--- src/hdl/sapf_pkg.sv ---
// ----------------------------------------------------------------------------
// sapf_pkg
// Types, constants and size decode for the sprite pixel fetch.
// ----------------------------------------------------------------------------
`timescale 1ns / 1ps
`default_nettype none
package sapf_pkg;
	localparam int TILE_MEM_BYTES = 32768;
	localparam int PALETTE_ENTRIES = 256;
	localparam int TILE_AW = $clog2(TILE_MEM_BYTES);
	localparam int PAL_AW = $clog2(PALETTE_ENTRIES);
	localparam logic [1:0] MODE_TILE = 2'd0;
	localparam logic [1:0] MODE_PAL = 2'd1;
	localparam logic [1:0] MODE_RENDER = 2'd2;
	localparam logic [1:0] MODE_NONE = 2'd3;
	localparam logic [1:0] OBJ_MODE_OFF = 2'd3;
	localparam logic [1:0] VIS_OFF = 2'd0;
	localparam logic [1:0] VIS_ON = 2'd1;
	localparam logic [1:0] VIS_OUT = 2'd2;

	typedef struct packed {
		logic [1:0] mode;
		logic [14:0] mem_addr;
		logic [31:0] mem_data;
		logic [15:0] attr_zero;
		logic [15:0] attr_one;
		logic [15:0] attr_two;
		logic signed [15:0] param_a;
		logic signed [15:0] param_b;
		logic signed [15:0] param_c;
		logic signed [15:0] param_d;
		logic [6:0] pixel_x;
		logic [6:0] pixel_y;
	} req_t;

	typedef struct packed {
		logic [31:0] pixel_colour;
		logic opaque;
		logic [7:0] box_width;
		logic [7:0] box_height;
		logic [1:0] visibility;
		logic [1:0] draw_priority;
		logic [16:0] first_tile_addr;
		logic outside_box;
	} rsp_t;

	// texel fetch and memory write request from address stage to memory stage
	typedef struct packed {
		logic valid;
		logic tile_we;
		logic pal_we;
		logic [TILE_AW-1:0] waddr;
		logic [31:0] wdata;
		logic [TILE_AW-1:0] taddr;
		logic hi_nib;
		logic bpp8;
		logic [3:0] bank;
		logic fetch;
	} fetch_t;

	// log2 of width / height, 3..6
	function automatic logic [2:0] size_w(input logic [1:0] sz, input logic [1:0] sh);
		logic [2:0] r;
		case (sh)
			2'd1: r = (sz == 2'd0) ? 3'd4 : ((sz == 2'd1) ? 3'd5 : (3'(sz) + 3'd3));
			2'd2: r = (sz == 2'd3) ? 3'd5 : ((sz == 2'd2) ? 3'd4 : 3'd3);
			default: r = 3'(sz) + 3'd3;
		endcase
		return r;
	endfunction

	function automatic logic [2:0] size_h(input logic [1:0] sz, input logic [1:0] sh);
		logic [2:0] r;
		case (sh)
			2'd1: r = (sz == 2'd3) ? 3'd5 : ((sz == 2'd2) ? 3'd4 : 3'd3);
			2'd2: r = (sz == 2'd0) ? 3'd4 : ((sz == 2'd1) ? 3'd5 : (3'(sz) + 3'd3));
			default: r = 3'(sz) + 3'd3;
		endcase
		return r;
	endfunction
endpackage
`default_nettype wire

--- src/hdl/sapf_addr.sv ---
// ----------------------------------------------------------------------------
// sapf_addr
// Attribute decode, affine transform and tile address generation.
// ----------------------------------------------------------------------------
`timescale 1ns / 1ps
`default_nettype none
module sapf_addr (
	input wire logic clk,
	input wire logic arst_n,
	input wire logic start,
	input wire sapf_pkg::req_t req,
	input wire logic linear_tile_mapping,
	output sapf_pkg::fetch_t fetch,
	output sapf_pkg::rsp_t meta
);
	// stage 1: decode and multiply
	logic [2:0] lw, lh;
	logic affine, dbl, bpp8;
	logic [7:0] w8, h8, bw, bh;
	logic [8:0] x2;
	logic [7:0] y2;
	logic [1:0] vis;
	logic signed [8:0] dx, dy;
	logic signed [24:0] m_a_s1, m_b_s1, m_c_s1, m_d_s1;
	logic [6:0] mx_s1, my_s1;
	logic out1_s1, aff_s1, bpp8_s1, v1_s1, ren_s1;
	logic [2:0] lw_s1, lh_s1;
	logic [9:0] tile_s1;
	logic [3:0] bank_s1;
	sapf_pkg::req_t req_s1;
	sapf_pkg::rsp_t meta_d;

	always_comb begin
		affine = req.attr_zero[8];
		dbl = affine & req.attr_zero[9];
		bpp8 = req.attr_zero[13];
		lw = sapf_pkg::size_w(req.attr_one[15:14], req.attr_zero[15:14]);
		lh = sapf_pkg::size_h(req.attr_one[15:14], req.attr_zero[15:14]);
		w8 = 8'd1 << lw;
		h8 = 8'd1 << lh;
		bw = dbl ? (w8 << 1) : w8;
		bh = dbl ? (h8 << 1) : h8;
		x2 = req.attr_one[8:0] + {1'b0, bw} - 9'd1;
		y2 = req.attr_zero[7:0] + bh - 8'd1;
		if ((!affine && req.attr_zero[9]) || req.attr_zero[11:10] == sapf_pkg::OBJ_MODE_OFF) begin
			vis = sapf_pkg::VIS_OFF;
		end else if ((req.attr_one[8:0] < 9'd240 || x2 < 9'd240)
				&& (req.attr_zero[7:0] < 8'd160 || y2 < 8'd160)) begin
			vis = sapf_pkg::VIS_ON;
		end else begin
			vis = sapf_pkg::VIS_OUT;
		end
		dx = $signed({2'b0, req.pixel_x}) - $signed({1'b0, dbl ? w8 : (w8 >> 1)});
		dy = $signed({2'b0, req.pixel_y}) - $signed({1'b0, dbl ? h8 : (h8 >> 1)});
		meta_d = '0;
		meta_d.box_width = bw;
		meta_d.box_height = bh;
		meta_d.visibility = vis;
		meta_d.draw_priority = req.attr_two[11:10];
		meta_d.first_tile_addr = {2'b10, req.attr_two[9:0], 5'd0};
		meta_d.outside_box = ({1'b0, req.pixel_x} >= bw) || ({1'b0, req.pixel_y} >= bh);
	end

	always_ff @(posedge clk or negedge arst_n) begin
		if (!arst_n) begin
			v1_s1 <= 1'b0;
		end else begin
			v1_s1 <= start;
		end
	end

	always_ff @(posedge clk) begin
		if (start) begin
			req_s1 <= req;
			ren_s1 <= req.mode == sapf_pkg::MODE_RENDER;
			m_a_s1 <= dx * req.param_a;
			m_b_s1 <= dy * req.param_b;
			m_c_s1 <= dx * req.param_c;
			m_d_s1 <= dy * req.param_d;
			mx_s1 <= (!affine && req.attr_one[12]) ? 7'(w8 - 8'd1 - {1'b0, req.pixel_x})
				: req.pixel_x;
			my_s1 <= (!affine && req.attr_one[13]) ? 7'(h8 - 8'd1 - {1'b0, req.pixel_y})
				: req.pixel_y;
			out1_s1 <= meta_d.outside_box;
			aff_s1 <= affine;
			bpp8_s1 <= bpp8;
			lw_s1 <= lw;
			lh_s1 <= lh;
			tile_s1 <= req.attr_two[9:0];
			bank_s1 <= bpp8 ? 4'd0 : req.attr_two[15:12];
			if (req.mode == sapf_pkg::MODE_RENDER) begin
				meta <= meta_d;
			end else begin
				meta <= '0;
			end
		end
	end

	// stage 2 (combinational into memory): sum, floor, range, address
	logic signed [25:0] sx, sy;
	logic signed [17:0] xr, yr;
	logic [5:0] ux, uy;
	logic outside;
	logic [7:0] wv, hv;
	logic [9:0] idx, step, tile;
	logic [4:0] lo;
	logic [14:0] taddr;

	always_comb begin
		wv = 8'd1 << lw_s1;
		hv = 8'd1 << lh_s1;
		sx = 26'(m_a_s1) + 26'(m_b_s1);
		sy = 26'(m_c_s1) + 26'(m_d_s1);
		if (aff_s1) begin
			xr = 18'(sx >>> 8) + $signed({10'd0, wv >> 1});
			yr = 18'(sy >>> 8) + $signed({10'd0, hv >> 1});
		end else begin
			xr = $signed({11'd0, mx_s1});
			yr = $signed({11'd0, my_s1});
		end
		outside = out1_s1 || xr < 0 || yr < 0 || xr >= $signed({10'd0, wv})
			|| yr >= $signed({10'd0, hv});
		ux = xr[5:0];
		uy = yr[5:0];
		tile = tile_s1;
		step = bpp8_s1 ? {6'd0, ux[5:3], 1'b0} : {7'd0, ux[5:3]};
		lo = tile[4:0] + step[4:0];
		if (linear_tile_mapping) begin
			idx = tile + 10'(({7'd0, uy[5:3]} << (lw_s1 - 3'd3)) << bpp8_s1) + step;
		end else begin
			idx = {tile[9:5], 5'd0} + {2'd0, uy[5:3], 5'd0} + {5'd0, lo};
		end
		if (bpp8_s1) begin
			taddr = {idx[9:0], 5'd0} + {9'd0, uy[2:0], 3'd0} + {12'd0, ux[2:0]};
		end else begin
			taddr = {idx[9:0], 5'd0} + {10'd0, uy[2:0], 2'd0} + {13'd0, ux[2:1]};
		end
		fetch.valid = v1_s1;
		fetch.tile_we = v1_s1 && req_s1.mode == sapf_pkg::MODE_TILE;
		fetch.pal_we = v1_s1 && req_s1.mode == sapf_pkg::MODE_PAL;
		fetch.waddr = req_s1.mem_addr;
		fetch.wdata = req_s1.mem_data;
		fetch.taddr = taddr;
		fetch.hi_nib = ux[0];
		fetch.bpp8 = bpp8_s1;
		fetch.bank = bank_s1;
		fetch.fetch = ren_s1 && !outside;
	end
endmodule
`default_nettype wire

--- config.mk ---
export PLATFORM = sky130hd
export DESIGN_NAME = sapf_addr
export DESIGN_NICKNAME = d
export VERILOG_FILES = /design/src/hdl/sapf_pkg.sv /design/src/hdl/sapf_addr.sv
export SDC_FILE = /design/constraint.sdc
export NUM_CORES = 2
export LEC_CHECK = 0
export BUFFER_PORTS_ARGS = -buffer_cell sky130_fd_sc_hd__buf_2
export CAP_MARGIN = 20
export CORE_AREA = 3 3 449 229
export CTS_CLUSTER_DIAMETER = 30
export DETAILED_ROUTE_END_ITERATION = 8
export DIE_AREA = 0 0 452 232
export PLACE_DENSITY_LB_ADDON = 0.25
export SYNTH_ARGS = -nofsm -noshare
export SYNTH_HDL_FRONTEND = slang
export SYNTH_SLANG_ARGS = --single-unit
--- constraint.sdc ---
create_clock -name clk -period 9.9 [get_ports clk]
set_input_delay 1.98 -clock clk [delete_from_list [all_inputs] [get_ports clk]]
set_output_delay 1.98 -clock clk [all_outputs]
set_load 0.02 [all_outputs]
* After elaboration in Yosys (flattened, before gate mapping)
Index checks and enable logic that the tools add are counted.
** Word-level totals
- Bits in registers :: 259
- Input bits :: 179
- Output and inout port bits :: 143
- Logic and storage cells :: 121
** Cells by class
- Add/subtract/negate cells :: 25
- Multiply operators :: 4
- Order comparisons :: 10
- Equal/unequal tests :: 8
- Shift operators :: 6
- Muxes and demuxes :: 19
- Bitwise operators :: 2
- Reduce and logical (&&, ||, !) cells :: 20
** Operator list (number)
- 9-bit by 16-bit multiplier with 25-bit output :: 4
- 18-bit 2-to-1 mux :: 3
- 25-bit by 25-bit adder with 26-bit output :: 2
- 18-bit by 8-bit adder with 18-bit output :: 2
- 18-bit by 9-bit greater-or-equal comparator with 1-bit output :: 2
- 18-bit by 1-bit < comparator with 1-bit output, second input constant :: 2
- 8-bit 2-to-1 mux :: 4
- 1-bit by 3-bit left shift with 8-bit output, first input constant :: 4
- 9-bit by 8-bit < comparator with 1-bit output, second input constant :: 2
- 7-bit by 8-bit subtractor with 9-bit output :: 2
- 7-bit by 8-bit greater-or-equal comparator with 1-bit output :: 2
- 8-bit < comparator, second input constant :: 2
- 15-bit by 2-bit adder with 15-bit output :: 1
- 15-bit by 3-bit adder with 15-bit output :: 1
- 15-bit by 5-bit adder with 15-bit output :: 1
- 15-bit by 6-bit adder with 15-bit output :: 1
- 15-bit 2-to-1 mux :: 1
- 7-bit 2-to-1 mux :: 2
- 7-bit by 1-bit subtractor with 7-bit output, second input constant :: 2
- 7-bit subtractor :: 2
- 3-bit 2-to-1 mux :: 4
- 3-bit one-hot mux with 2 select lines :: 2
- 10-bit adder :: 1
- 10-bit by 4-bit adder with 10-bit output :: 1
- other kinds (23) :: 44

* Depth between registers and ports, before layout
- Word-level depth :: 12
- Depth in mapped cells :: 44
- Gate-level depth less buffers :: 41

* Worst setup path after synthesis
OpenSTA, ideal clock, no wires.
- Path kind :: input -> register
- From :: input port req[124] (netlist name)
- To :: register m_c_s1[23] (data pin)
- Setup time :: 271 ps
- Data arrival time :: 10626 ps
- Required time :: 9629 ps
- Path slack :: -997 ps
- Stages :: 40
- Buffers on the path :: 1
- Cell sequence :: inv_1 ha_1 buf_6 o31ai_2 inv_1 nor2_1 nand2_1 inv_1 ha_1 inv_1 ha_1 a21o_1 maj3_2 maj3_2 maj3_2 maj3_2 and2_1 o21a_4 [... 4 more ...] fa_1 fa_1 inv_1 fa_1 inv_1 ha_1 o21ai_0 a21boi_0 o21ai_0 a21boi_0 o21ai_0 a21boi_0 o31a_1 o211ai_1 nand2_1 a41oi_1 a221oi_1 xor2_1
** On the way
- Longest elaborated chain between the ends :: 6
- Elaborated cells on any way between the ends :: 7
- Those cells by class :: add/sub (1); mul (1); eq/ne (2); shift (1); mux (2)
** Ends and longest elaborated chain
- start: declaration :: line sapf_addr.sv:11 : input wire sapf_pkg::req_t req,
- 2-bit equality test / 2-bit by 1-bit equality test with 1-bit output (equally long branches) :: line sapf_pkg.sv:64 : case (sh)
- 3-bit one-hot mux with 2 select lines * :: line sapf_pkg.sv:64
- net lw[2] :: line sapf_addr.sv:17 : logic [2:0] lw, lh;
- 1-bit by 3-bit left shift with 8-bit output * :: line sapf_addr.sv:39 : w8 = 8'd1 << lw;
- 8-bit 2-to-1 mux * :: line sapf_addr.sv:53 : dx = $signed({2'b0, req.pixel_x}) - $signed({1'b0, dbl ? w8 : (w8 >> 1)});
- 7-bit by 8-bit subtractor with 9-bit output * :: line sapf_addr.sv:53
- 9-bit by 16-bit multiplier with 25-bit output * :: line sapf_addr.sv:78 : m_c_s1 <= dx * req.param_c;
- end signal: assignment :: line sapf_addr.sv:78
- end: declaration :: line sapf_addr.sv:24 : logic signed [24:0] m_a_s1, m_b_s1, m_c_s1, m_d_s1;
The timed path passes the listed nets; every way through them passes the cells marked *.
A chain may end at the register's enable or synchronous reset.

* Worst setup path after layout
- From :: input port req[124] (netlist name)
- To :: register m_d_s1[21] (data pin)
** On the way
- Longest elaborated chain between the ends :: 6
- Elaborated cells on any way between the ends :: 7
- Those cells by class :: add/sub (1); mul (1); eq/ne (2); shift (1); mux (2)
** Ends and longest elaborated chain
- 2-bit equality test / 2-bit by 1-bit equality test with 1-bit output (equally long branches) :: line sapf_pkg.sv:74 : case (sh)
- 3-bit one-hot mux with 2 select lines * :: line sapf_pkg.sv:74
- net lh[2] :: line sapf_addr.sv:17
- 1-bit by 3-bit left shift with 8-bit output * :: line sapf_addr.sv:40 : h8 = 8'd1 << lh;
- 8-bit 2-to-1 mux * :: line sapf_addr.sv:54 : dy = $signed({2'b0, req.pixel_y}) - $signed({1'b0, dbl ? h8 : (h8 >> 1)});
- 7-bit by 8-bit subtractor with 9-bit output * :: line sapf_addr.sv:54
- 9-bit by 16-bit multiplier with 25-bit output * :: line sapf_addr.sv:79 : m_d_s1 <= dy * req.param_d;
- end signal: assignment :: line sapf_addr.sv:79
- end: declaration :: line sapf_addr.sv:24
Marked as above.

==> impl_metrics.tcl <==
set metrics [dict create \
    drt-total-wl_mm 91.2 \
    num_io_pins 322 \
    fillers 9725 \
    synth-edff-count 218 \
    cts.sinks 219 \
    grt_util_met1 0.268 \
    finalHoldViolCount 0 \
    die_y_microns 232 \
    synthDistinctLibCells 91 \
    slew_violations 0 \
    clk_pin_slew_ns 0.04 \
    fin_crit_ns 10.09 \
    muxShareOfSynthArea 0.0139 \
    rows 82 \
    root_buffer "clkbuf_16" \
    drt_iter0_drc 1466 \
    setup_violations 9 \
    multi_input_area_sq_um 25900 \
    yosysWarnings 0 \
    cts_buffers 47 \
    cap_violations 0 \
    synthXorXnorAreaFrac 0.0515 \
    clock_path_buffers 3 \
    start_util 0.347 \
    gp_congestion 0.868 \
    crit_path_end_kind "register" \
    syn_area_sq_um 34500 \
    status "complete, but fails checks" \
    synth_top_family_by_area "adder cells" \
    areaGrowthSynthToFinish_pct 21.4 \
    synth_top_flop_cell "edfxtp_1" \
    min_period_over_period 1.02 \
    port-buffer-count 278 \
    postLayoutCellArea_sq_um 41900 \
    die_w_microns 452 \
    vias 25500 \
    max_stage_delay_ns 0.57 \
    worst_path_max_delay_cell "fa_1" \
    yosys.area_share.adder 0.416 \
    overflow 0 \
    top_usage_layer "met1" \
    worst-setup-path-type "input pin to register" \
    dr.pass1.iters 8 \
    grt_start_max_net_pins 106 \
    grt_pass1_vias 26100 \
    seq_area_frac_synth 0.190 \
    grt_pass1_wl_mm 145 \
    antenna_found_initial 5 \
    wl_per_cell_microns 16.8 \
    dp.final_hpwl_mm 75.5 \
    place_area_sq_um 39100 \
    nNetsFinal 5060 \
    htreeDepth 2 \
    hp-class "input pin to async pin" \
    final_layout_size_suffix_gt1_frac 0.222 \
    use_met2 0.248 \
    critPathRequiredTime_ns 10.21 \
    grtUsageMet3 0.0481 \
    setup_slack_ns -0.188 \
    synth-async-reset-ratio 0.00457 \
    synth-compound-area-share 0.0750 \
    cp-start-kind "input pin" \
    dieArea_sq_um 105000 \
    hold_buffers 0 \
    drc_errors 0 \
    violations "negative setup slack" \
    max_clock_freq_mhz 99.1 \
    grt_usage 0.175 \
    tightest_slew_ns 0.868 \
    avgSynthCellArea_sq_um 9.73 \
    coreArea_sq_um 99400 \
    post-route-util 0.421 \
    rsz0062_at_grt "true" \
    cp.arrival_ns 10.39 \
    drtAntennaViolNets 0 \
    layout.area.seq_sq_um 6570 \
    cp_max_fo 28 \
    synthSimpleGateAreaFrac 0.164 \
    cts_tree "built" \
    vias_per_cell 4.71 \
    ys_seq_elements 219 \
    netlist_instances 3545 \
    relSlewSlack 0.421 \
]
-- final cells by class --
cell class	count	share of cell area
repair buffers	598	0.0961
diodes	2	0.000119
clock buffers	50	0.0289
inverters	537	0.0488
well taps	1344	0.0401
flip-flops and latches	219	0.157
multi-input cells	2638	0.618
clock inverters	35	0.0114
-- metrics by stage --
stage	cells	setup TNS (ns)	hold WS (ns)	setup slack [ns]
floorplan	3583	-2.91	1.68	-0.424
global placement	5274	-19.69	1.76	-0.904
detailed placement	5275	-22.00	1.76	-0.960
CTS	5397	-0.952	1.12	-0.203
global route	5423	-6.76	1.13	-0.494
finish	5423	-1.03	1.16	-0.188
-- kinds of logic after synthesis --
logic type | Yosys count
buffers and inverters | 726
AOI/OAI and AO/OA | 397
other | 1
and+or+nand+nor | 1097
adders and majority gates | 858
DFF | 219
xor gates and xnor gates | 203
muxes | 44
-- sequential cells by signal, indices dropped and copies added (netlist names), 2 cells and up --
register,count
my_s1,7
bank_s1,4
m_b_s1,25
m_d_s1,25
m_c_s1,25
req_s1,2
m_a_s1,25
fetch,47
mx_s1,7
lh_s1,3
meta,32
tile,10
lw_s1,3
-- cells in the final DEF, fill, tap and decap left out, types with 20 or more instances in the layout --
| master | synthesis | layout |
|---|---|---|
| inv_1 | 534 | 508 |
| fa_1 | 485 | 484 |
| ha_1 | 355 | 340 |
| and2_1 | 309 | 306 |
| buf_4 | 90 | 298 |
| nand2_1 | 283 | 277 |
| buf_2 | 10 | 272 |
| edfxtp_1 | 218 | 218 |
| nor2_1 | 197 | 192 |
| xnor2_1 | 141 | 126 |
| a21oi_1 | 117 | 91 |
| nand2b_1 | 87 | 86 |
| o21ai_0 | 93 | 66 |
| xor2_1 | 62 | 57 |
| clkbuf_16 | 0 | 48 |
| nor2b_1 | 45 | 41 |
| nor3_1 | 43 | 41 |
| conb_1 | 1 | 39 |
| nand3_1 | 35 | 31 |
| a21o_1 | 30 | 30 |
| inv_2 | 2 | 26 |
| a21oi_2 | 0 | 25 |
| o21a_1 | 20 | 20 |
| mux2i_1 | 24 | 20 |
-- cell usage after synthesis (all sizes together) (6+ instances only) --
master	instances	area (sq um)
buf	105	759
or3	13	81.3
mux2i	25	254
or2	19	119
o21bai	8	60.1
maj3	18	195
xor2	62	543
nor3	45	241
clkbuf	84	315
o21ai	98	494
nand3	36	185
a211oi	7	52.6
a21boi	15	113
o211ai	11	82.6
and3	12	75.1
mux2	18	203
nor3b	6	50.1
o21a	21	165
nand2	285	1070
fa	485	9710
a21oi	117	586
xnor2	141	1230
nand2b	87	544
nor2	198	746
inv	537	2020
nor2b	45	282
nand4	8	50.1
nor4	9	56.3
o22ai	7	43.8
edfxtp	218	6550
o31ai	10	135
a21o	30	225
a31oi	11	68.8
and2	311	1950
ha	355	4440
nand3b	6	45.0
-- critical path, delay by kind of cell --
family	cells	cell delay, ns
mux	1	0.11
simple gates	7	0.99
xor+xnor	2	0.24
fa+ha+maj	12	4.22
buf+inv	8	1.10
compound gates	9	1.70
-- worst paths after layout --
path | start | end | slack [ns] | depth (start not counted)
worst min-delay path | arst_n | v1_s1 | 1.16 | 1
max in group asynchronous | arst_n | v1_s1 | 8.66 | 1
min in group clk | req[149] | fetch[45] | 1.56 | 1
worst max-delay path | req[124] | m_d_s1[21] | -0.19 | 39
-- repair_timing --
action,CTS,global route
resized for setup,54,83
pin swaps,68,79
setup buffers,37,26
setup endpoints to repair,20,38
-- per-layer routing --
metal | up-vias | part of all wire
met5 | - | 0
met4 | 0 | 0.0084
met3 | 54 | 0.078
met2 | 610 | 0.41
met1 | 12500 | 0.50
li1 | 12300 | -
Power is not shown: default switching activity piles up to over one toggle a cycle in this logic, so the estimate is an artifact.
